[src/design/dtpg_pkg.sv]
// shared types, constants and helper functions of the display test pattern generator
package dtpg_pkg;

   // coordinate and payload widths
   localparam int CoordW   = 16;
   localparam int PixelW   = 16;
   localparam int CsrIdxW  = 3;
   localparam int CsrDataW = 16;

   // divider pipeline depth: one quotient bit per stage
   localparam int DivSteps = 16;

   // cycles from an accepting edge to the edge that takes the result
   localparam int Latency  = DivSteps + 3;

   // configuration register indexes
   localparam logic [CsrIdxW-1:0] CSR_PATTERN_MODE = 3'd0;
   localparam logic [CsrIdxW-1:0] CSR_COLOR_INDEX  = 3'd1;
   localparam logic [CsrIdxW-1:0] CSR_STYLE        = 3'd2;
   localparam logic [CsrIdxW-1:0] CSR_FRAME_WIDTH  = 3'd3;
   localparam logic [CsrIdxW-1:0] CSR_FRAME_HEIGHT = 3'd4;

   // pattern modes
   typedef enum logic [2:0] {
      MODE_SOLID  = 3'd0,
      MODE_CHESS  = 3'd1,
      MODE_GRAD   = 3'd2,
      MODE_LINES  = 3'd3,
      MODE_MARKER = 3'd4
   } mode_type;

   // line pattern variants (style mod 3)
   localparam logic [1:0] LINE_CHECKER = 2'd0;
   localparam logic [1:0] LINE_PIXELS  = 2'd1;
   localparam logic [1:0] LINE_ROWS    = 2'd2;

   // per-item data that rides alongside the divider pipeline
   typedef struct packed {
      logic [CoordW-1:0] pos_x;
      logic [CoordW-1:0] pos_y;
      logic              grad_ovf;
   } side_type;

   // palette entry as red, green, blue full-scale flags (bit 2 red)
   function automatic logic [2:0] palette_mask(input logic [2:0] entry);
      logic [2:0] m;
      begin
         case (entry)
            3'd0:    m = 3'b111;  // white
            3'd1:    m = 3'b100;  // red
            3'd2:    m = 3'b110;  // yellow
            3'd3:    m = 3'b010;  // green
            3'd4:    m = 3'b011;  // cyan
            3'd5:    m = 3'b001;  // blue
            3'd6:    m = 3'b101;  // magenta
            default: m = 3'b000;
         endcase
         return m;
      end
   endfunction

   // rgb565 from an 8-bit level applied to the channels in the mask
   function automatic logic [PixelW-1:0] pack565(input logic [2:0] mask,
                                                 input logic [7:0] level);
      logic [4:0] r;
      logic [5:0] g;
      logic [4:0] b;
      begin
         r = mask[2] ? level[7:3] : 5'd0;
         g = mask[1] ? level[7:2] : 6'd0;
         b = mask[0] ? level[7:3] : 5'd0;
         return {r, g, b};
      end
   endfunction

   // color index mod 7 by reciprocal multiply
   function automatic logic [2:0] mod7(input logic [7:0] v);
      logic [16:0] prod;
      logic [5:0]  quo;
      logic [7:0]  rem;
      begin
         prod = 17'(v) * 17'd293;
         quo  = prod[16:11];
         rem  = v - (8'(quo) * 8'd7);
         return rem[2:0];
      end
   endfunction

   // style mod 3 by reciprocal multiply
   function automatic logic [1:0] mod3(input logic [7:0] v);
      logic [16:0] prod;
      logic [6:0]  quo;
      logic [7:0]  rem;
      begin
         prod = 17'(v) * 17'd171;
         quo  = prod[15:9];
         rem  = v - (8'(quo) * 8'd3);
         return rem[1:0];
      end
   endfunction

endpackage

[src/design/dtpg_div.sv]
// pipelined restoring divider, one quotient bit per stage
module dtpg_div (
   input  logic        clock,
   input  logic [15:0] divisor,
   input  logic [15:0] rem_init,
   input  logic [15:0] dividend,
   output logic [15:0] quotient
);
   import dtpg_pkg::*;

   logic [15:0] rem_ff [DivSteps+1];
   logic [15:0] dvd_ff [DivSteps+1];
   logic [15:0] quo_ff [DivSteps+1];
   logic [15:0] rem_in [DivSteps+1];
   logic [15:0] dvd_in [DivSteps+1];
   logic [15:0] quo_in [DivSteps+1];
   logic [16:0] trial  [DivSteps];
   logic [16:0] diff   [DivSteps];
   logic        fits   [DivSteps];

   // one shift-subtract step between neighboring stages
   always_comb begin
      rem_in[0] = rem_init;
      dvd_in[0] = dividend;
      quo_in[0] = '0;
      for (int k = 0; k < DivSteps; k++) begin
         trial[k]    = {rem_ff[k], dvd_ff[k][15]};
         fits[k]     = trial[k] >= {1'b0, divisor};
         diff[k]     = trial[k] - {1'b0, divisor};
         rem_in[k+1] = fits[k] ? diff[k][15:0] : trial[k][15:0];
         dvd_in[k+1] = {dvd_ff[k][14:0], 1'b0};
         quo_in[k+1] = {quo_ff[k][14:0], fits[k]};
      end
   end

   // stage registers
   always_ff @(posedge clock) begin
      for (int k = 0; k <= DivSteps; k++) begin
         rem_ff[k] <= rem_in[k];
         dvd_ff[k] <= dvd_in[k];
         quo_ff[k] <= quo_in[k];
      end
   end

   assign quotient = quo_ff[DivSteps];

endmodule

[src/design/display_test_pattern_generator_core.sv]
// top level of the display test pattern generator
//
// Usage: the pixel source raises start with req_pos_x / req_pos_y; a
// transaction is taken at every rising edge where start is high and busy
// is low. busy stays low, so one pixel coordinate can be taken per clock.
// Each transaction yields exactly one rsp_pixel_rgb565, shown for one
// cycle with rsp_valid high. Throughput is one pixel per cycle; latency is
// set by the 17 registers of the pipelined dividers behind the chessboard
// cell index and the gradient level, plus the input and output registers.
// Configuration goes through csr_write_en / csr_index / csr_write_data;
// derived settings sit in further registers. The user must see that it is
// only changed with no transaction in flight; the block does not enforce
// this. Synchronous reset empties the pipeline and restores solid mode,
// color index 0, style 0 and a 320 x 240 frame. The receiver cannot
// stall: results leave in order, one per accepted coordinate.
module display_test_pattern_generator_core (
   input  logic                           clock,
   input  logic                           reset,
   input  logic                           start,
   output logic                           busy,
   input  logic [dtpg_pkg::CoordW-1:0]    req_pos_x,
   input  logic [dtpg_pkg::CoordW-1:0]    req_pos_y,
   output logic                           rsp_valid,
   output logic [dtpg_pkg::PixelW-1:0]    rsp_pixel_rgb565,
   input  logic                           csr_write_en,
   input  logic [dtpg_pkg::CsrIdxW-1:0]   csr_index,
   input  logic [dtpg_pkg::CsrDataW-1:0]  csr_write_data
);
   import dtpg_pkg::*;

   // configuration registers
   logic [2:0]  mode_ff;
   logic [7:0]  color_ff;
   logic [7:0]  style_ff;
   logic [15:0] fw_ff;
   logic [15:0] fh_ff;

   always_ff @(posedge clock) begin
      if (reset) begin
         mode_ff  <= MODE_SOLID;
         color_ff <= '0;
         style_ff <= '0;
         fw_ff    <= 16'd320;
         fh_ff    <= 16'd240;
      end else if (csr_write_en) begin
         case (csr_index)
            CSR_PATTERN_MODE: mode_ff  <= csr_write_data[2:0];
            CSR_COLOR_INDEX:  color_ff <= csr_write_data[7:0];
            CSR_STYLE:        style_ff <= csr_write_data[7:0];
            CSR_FRAME_WIDTH:  fw_ff    <= csr_write_data;
            CSR_FRAME_HEIGHT: fh_ff    <= csr_write_data;
            default: ;
         endcase
      end
   end

   // derived settings, used only at the output stage
   logic [31:0] col_prod;
   logic [32:0] band_prod;
   logic [15:0] col_div_in, band_div_in;
   logic [15:0] col_div_ff, band_div_ff;
   logic [17:0] col_lim_in [4];
   logic [17:0] col_lim_ff [4];
   logic [18:0] band_lim_in [6];
   logic [18:0] band_lim_ff [6];
   logic [2:0]  mask_ff;
   logic [15:0] fg_ff;
   logic [1:0]  variant_ff;
   logic [2:0]  mask_in;

   always_comb begin
      col_prod    = 32'(fw_ff) * 32'd52429;
      band_prod   = 33'(fh_ff) * 33'd74899;
      col_div_in  = (col_prod[31:18] == '0) ? 16'd1 : {2'b0, col_prod[31:18]};
      band_div_in = (band_prod[32:19] == '0) ? 16'd1 : {2'b0, band_prod[32:19]};
      // column bounds d, 2d, 4d, 5d
      col_lim_in[0] = 18'(col_div_ff);
      col_lim_in[1] = 18'(col_div_ff) << 1;
      col_lim_in[2] = 18'(col_div_ff) << 2;
      col_lim_in[3] = (18'(col_div_ff) << 2) + 18'(col_div_ff);
      // band bounds d .. 6d
      for (int k = 0; k < 6; k++) begin
         band_lim_in[k] = 19'(band_div_ff) * 19'(k + 1);
      end
      mask_in = palette_mask(mod7(color_ff));
   end

   always_ff @(posedge clock) begin
      col_div_ff  <= col_div_in;
      band_div_ff <= band_div_in;
      col_lim_ff  <= col_lim_in;
      band_lim_ff <= band_lim_in;
      mask_ff     <= mask_in;
      fg_ff       <= pack565(mask_in, 8'hFF);
      variant_ff  <= mod3(style_ff);
   end

   // input stage
   logic        accept;
   logic        s1_valid_ff;
   logic [15:0] s1_x_ff, s1_y_ff;

   assign busy   = 1'b0;
   assign accept = start && !busy;

   always_ff @(posedge clock) begin
      if (reset) begin
         s1_valid_ff <= 1'b0;
      end else begin
         s1_valid_ff <= accept;
      end
   end

   always_ff @(posedge clock) begin
      s1_x_ff <= req_pos_x;
      s1_y_ff <= req_pos_y;
   end

   // divider operands: chessboard cell and gradient level
   logic [15:0] cell_size;
   logic [15:0] tot;
   logic [23:0] grad_num;
   logic        grad_ovf;
   logic [15:0] qx, qy, qg;

   always_comb begin
      cell_size = (fw_ff[15:3] == '0) ? 16'd1 : {3'b0, fw_ff[15:3]};
      tot       = (fh_ff == '0) ? 16'd1 : fh_ff;
      grad_num  = {s1_y_ff, 8'b0} - 24'(s1_y_ff);
      grad_ovf  = grad_num >= {tot, 8'b0};
   end

   dtpg_div u_div_x (
      .clock    (clock),
      .divisor  (cell_size),
      .rem_init ('0),
      .dividend (s1_x_ff),
      .quotient (qx)
   );

   dtpg_div u_div_y (
      .clock    (clock),
      .divisor  (cell_size),
      .rem_init ('0),
      .dividend (s1_y_ff),
      .quotient (qy)
   );

   dtpg_div u_div_g (
      .clock    (clock),
      .divisor  (tot),
      .rem_init ({8'b0, grad_num[23:16]}),
      .dividend (grad_num[15:0]),
      .quotient (qg)
   );

   // valid bits and side data matched to the divider depth
   logic     sb_valid_ff [DivSteps+1];
   side_type sb_data_ff  [DivSteps+1];

   always_ff @(posedge clock) begin
      if (reset) begin
         for (int k = 0; k <= DivSteps; k++) sb_valid_ff[k] <= 1'b0;
      end else begin
         sb_valid_ff[0] <= s1_valid_ff;
         for (int k = 1; k <= DivSteps; k++) sb_valid_ff[k] <= sb_valid_ff[k-1];
      end
   end

   always_ff @(posedge clock) begin
      sb_data_ff[0] <= '{pos_x: s1_x_ff, pos_y: s1_y_ff, grad_ovf: grad_ovf};
      for (int k = 1; k <= DivSteps; k++) sb_data_ff[k] <= sb_data_ff[k-1];
   end

   // pixel selection
   side_type    side;
   logic        swap;
   logic [7:0]  level;
   logic        line_on;
   logic        col0, col1, col4;
   logic [5:0]  band_ge;
   logic        band_edge, band_bar;
   logic [15:0] front, back;
   logic [15:0] pixel_in;

   always_comb begin
      side = sb_data_ff[DivSteps];
      swap = style_ff[0];

      // gradient level, saturated
      if (swap) level = side.grad_ovf ? 8'd0 : 8'hFF - qg[7:0];
      else      level = side.grad_ovf ? 8'hFF : qg[7:0];

      // line variants
      case (variant_ff)
         LINE_PIXELS: line_on = (side.pos_y[0] & fw_ff[0]) ^ side.pos_x[0];
         LINE_ROWS:   line_on = side.pos_y[0];
         default:     line_on = !(side.pos_x[0] ^ side.pos_y[0]);
      endcase

      // marker column and band
      col0 = 18'(side.pos_x) < col_lim_ff[0];
      col1 = !col0 && (18'(side.pos_x) < col_lim_ff[1]);
      col4 = (18'(side.pos_x) >= col_lim_ff[2]) && (18'(side.pos_x) < col_lim_ff[3]);
      for (int k = 0; k < 6; k++) band_ge[k] = 19'(side.pos_y) >= band_lim_ff[k];
      band_edge = (band_ge[0] && !band_ge[1]) || (band_ge[2] && !band_ge[3]);
      band_bar  = (band_ge[1] && !band_ge[2]) || (band_ge[3] && !band_ge[5]);
      front = swap ? 16'd0 : fg_ff;
      back  = swap ? fg_ff : 16'd0;

      case (mode_ff)
         MODE_SOLID:  pixel_in = (color_ff[2:0] != 3'd0) ? fg_ff : 16'd0;
         MODE_CHESS:  pixel_in = ((qx[0] ^ qy[0]) != swap) ? fg_ff : 16'd0;
         MODE_GRAD:   pixel_in = pack565(mask_ff, level);
         MODE_LINES:  pixel_in = line_on ? fg_ff : 16'd0;
         MODE_MARKER: begin
            if (band_edge)     pixel_in = (col0 || col4) ? back : front;
            else if (band_bar) pixel_in = col1 ? front : back;
            else               pixel_in = back;
         end
         default:     pixel_in = 16'd0;
      endcase
   end

   // output register
   logic        rsp_valid_ff;
   logic [15:0] rsp_pixel_ff;

   always_ff @(posedge clock) begin
      if (reset) begin
         rsp_valid_ff <= 1'b0;
      end else begin
         rsp_valid_ff <= sb_valid_ff[DivSteps];
      end
   end

   always_ff @(posedge clock) begin
      rsp_pixel_ff <= pixel_in;
   end

   assign rsp_valid        = rsp_valid_ff;
   assign rsp_pixel_rgb565 = rsp_pixel_ff;

endmodule

[config.mk]
export PLATFORM = sky130hd
export DESIGN_NAME = display_test_pattern_generator_core
export DESIGN_NICKNAME = d
export VERILOG_FILES = /design/src/design/dtpg_pkg.sv /design/src/design/dtpg_div.sv /design/src/design/display_test_pattern_generator_core.sv
export SDC_FILE = /design/constraint.sdc
export NUM_CORES = 2
export LEC_CHECK = 0
export BUFFER_PORTS_ARGS = -buffer_cell sky130_fd_sc_hd__buf_2
export CAP_MARGIN = 30
export CORE_UTILIZATION = 55
export CTS_CLUSTER_SIZE = 16
export DETAILED_ROUTE_END_ITERATION = 10
export PLACE_DENSITY = 0.71
export REMOVE_ABC_BUFFERS = 1
export SLEW_MARGIN = 20
export SYNTH_ARGS = -nofsm -noshare
export SYNTH_HDL_FRONTEND = slang
export SYNTH_SLANG_ARGS = --single-unit
[constraint.sdc]
create_clock -name clock -period 8 [get_ports clock]
set_input_delay 0.4 -clock clock [delete_from_list [all_inputs] [get_ports clock]]
set_output_delay 0.4 -clock clock [all_outputs]
set_load 0.005 [all_outputs]
==> metrics.md <==
| Metric | Value |
|---|---|
| Status | `complete, no violations` |
| Async S/R FF share, synth | `0` |
| Logic pwr share | `0.427` |
| P_int | `0.0220 W` |
| Core area | `146000 um2` |
| Clock power share | `0.239` |
| Setup TNS Final | `0 ps` |
| Vias | `59200` |
| Antenna diodes | `0` |
| CTS buffer count | `165` |
| # setup viols final | `0` |
| Leakage | `42.3 nW` |
| Net Sw Power | `0.0125 W` |
| Routed wire length per instance | `17.2 um` |
| Placement Setup Slack | `1350 ps` |
| Post-CTS Resized | `0` |
| Die Y | `387 um` |
| # IOs | `73` |
| RSZ-0062 raised after global routing | `no` |
| H-tree lvl count | `4` |
| Mapped Cells | `8504` |
| Die area | `150000 um2` |
| Setup crit start kind | `flop` |
| Fmax | `0.150 GHz` |
| DPL Wire Length | `139000 um` |
| Critical Path RT | `8710 ps` |
| Nets | `10100` |
| Post-Syn Area | `81500 um2` |
| Max Cap Viol | `0` |
| Crit path max fanout | `9` |
| Iteration-0 DRC Markers | `3199` |
| CTS tree | `yes` |
| Placed inst area | `84300 um2` |
| Layout cells sized above 1 | `0.0718` |
| Number of synthesized flops with an enable pin | `0` |
| Max rail drop VDD | `0.247 mV` |
| Final ANT Viol Nets | `0` |
| PwrDens | `379 nW/um2` |
| Synth warnings | `0` |
| Sequential area share after synthesis | `0.394` |
| Worst Tran Pin Value | `1000 ps` |
| GP Congestion | `0.895` |
| Slew Viols, Final | `0` |
| Final period utilization | `0.833` |
| Slew headroom | `0.331` |
| Hold Path Class | `in2reg` |
| Clock tree sinks | `1606` |
| Worst clock skew | `40.7 ps` |
| Sequential power share | `0.334` |
| Initial core utilization | `0.557` |
| Site row count | `140` |
| Commonest non-fill, non-tap cells in the layout | `dfxtp_1, ha_1, a21oi_1, nor2_1, inv_1` |
| Final Hold Viols | `0` |
| Post-route cell area | `90900 um2` |
| First-pass DRT Iterations | `6` |
| Detailed Route WL | `185000 um` |
| Layout fillers | `12000` |
| Longest Clk Path Bufs | `3` |
| Largest net degree at the start of global routing | `71` |
| Setup CP Type | `reg2reg` |
| Worst-skew pair later-pin latency | `810 ps` |
| Top FF cell, synth | `dfxtp_1` |
| Avg Cell Area, Syn | `9.59 um2` |
| Setup Fix Bufs, Post-CTS | `0` |
| Net Sw Frac | `0.363` |
| Worst setup margin | `1340 ps` |
| Grt ovf | `0` |
| Avg Vias per Cell | `5.49` |
| Clock-pin slew on the worst setup and hold paths | `60 ps` |
| Initial antenna violation count | `2` |
| Most common cell after layout, fill and taps aside | `dfxtp_1` |
| Post-Place Cells | `10400` |
| Fin crit period | `6660 ps` |
| CTS root buf | `clkbuf_16` |
| Crit path arrival time | `7370 ps` |
| DRC Markers | `0` |
| Area grow syn2layout | `11.5%` |
| Crit. End Element | `flop` |
| Vias in the first global route | `58500` |
| DIE WIDTH | `387 um` |
| First-pass GRT wire length | `300000 um` |
| Final std cells w/o fill | `10800` |
| FF+latch count, synth | `1606` |
| Yosys cell types | `79` |
| IO Port Bufs | `71` |
| Total track usage | `0.246` |
[layout make-up]
cell class	count	area, um2	area share
Clock buffer	218	4620	0.0508
Clock inverter	87	1400	0.0154
Inverter	702	2640	0.0290
Multi-Input combinational cell	6081	46400	0.510
Sequential cell	1606	32200	0.354
Tap cell	1917	2400	0.0264
Timing Repair Buffer	176	1340	0.0147
[synth_stat cells, drive strengths merged, types with 63 or more instances]
| master | count | area, um2 |
|---|---|---|
| nand4 | 133 | 832 |
| xor2 | 231 | 2020 |
| nand3 | 151 | 756 |
| fa | 184 | 3680 |
| nor2 | 702 | 2640 |
| a21o | 247 | 1850 |
| clkbuf | 113 | 424 |
| nor4 | 72 | 450 |
| o21ai | 351 | 1760 |
| o21a | 82 | 616 |
| nand2b | 105 | 657 |
| a21boi | 78 | 589 |
| ha | 1107 | 13900 |
| or2 | 63 | 394 |
| inv | 702 | 2640 |
| nand2 | 522 | 1960 |
| nor3 | 135 | 676 |
| nor2b | 144 | 901 |
| a21oi | 717 | 3600 |
| xnor2 | 360 | 3150 |
| mux2 | 116 | 1310 |
| dfxtp | 1606 | 32200 |
[sequential cells by signal, indices dropped and copies added (netlist names), 17 cells and up]
signal	cells
sb_valid_ff	17
band_lim_ff	29
u_div_g.dvd_ff	105
col_lim_ff	29
u_div_x.rem_ff	240
u_div_g.quo_ff	33
u_div_g.rem_ff	216
u_div_y.rem_ff	240
sb_data_ff	561
[critical path, cell delays in order (launching register included)]
cell and delay [ps]:
dfxtp_1 590, inv_1 160, ha_1 370, inv_1 110
fa_1 550, inv_1 60, fa_1 520, fa_1 470
fa_1 520, inv_1 60, fa_1 530, inv_1 40
ha_1 340, a21o_1 200, a21o_1 180, a21oi_1 220
o21ai_0 120, o21ai_1 160, mux2_2 360, or3_1 380
or4_1 420, o41ai_2 230
[power groups by stage]
stage | combinational (W) | clock, W | sequential [W]
global route | 0.0167 | 0.00875 | 0.0117
CTS | 0.0146 | 0.00842 | 0.0115
finish | 0.0147 | 0.00823 | 0.0115
detailed placement | 0.0144 | 0 | 0.0116
global placement | 0.0140 | 0 | 0.0116
floorplan | 0.0118 | 0 | 0.0112
[kinds of logic (layout without fill, tap and decap cells)]
| group | after synthesis | after routing | synth area share |
|---|---|---|---|
| flops | 1606 | 1606 | 0.394 |
| buf+inv | 817 | 1183 | 0.0377 |
| other cells | 1 | 1 | 0.0000460 |
| compound gates | 1838 | 1838 | 0.139 |
| xor+xnor | 591 | 591 | 0.0635 |
| fa+ha+maj | 1292 | 1292 | 0.215 |
| mux | 162 | 162 | 0.0217 |
| simple gates | 2197 | 2197 | 0.128 |
[worst paths after layout]
path         slack, ps                 end  cells after the start          startpoint
min                120         style_ff[4]                      4        csr_index[0]
min reg2reg        290  sb_data_ff[0][541]                      0  sb_data_ff[0][508]
max               1340       col_div_ff[0]                     21            fw_ff[8]
max reg2reg       1340       col_div_ff[0]                     21            fw_ff[8]
[metal layers]
layer,track usage,share of wire,vias to the layer above
li1,-,-,30100
met1,0.340,0.48,27600
met2,0.395,0.44,1234
met3,0.0331,0.047,287
met4,0.0827,0.028,2
met5,0,0.000086,-
[metrics by stage]
stage / utilization / hold WS (ps) / total power, W
after floorplan: - / 310 / 0.0230
after global placement: 0.575 / 310 / 0.0256
after detailed placement: 0.576 / 312 / 0.0261
after CTS: 0.620 / 142 / 0.0345
after global routing: 0.621 / 128 / 0.0371
final: 0.621 / 121 / 0.0345
[what timing repair did]
| item | CTS | global route |
|---|---|---|
| setup endpoints to repair | 0 | 0 |
| hold buffers | 49 | 0 |
| endpoints found under the hold margin | 70 | 0 |
Power figures use the tool's default switching activity.
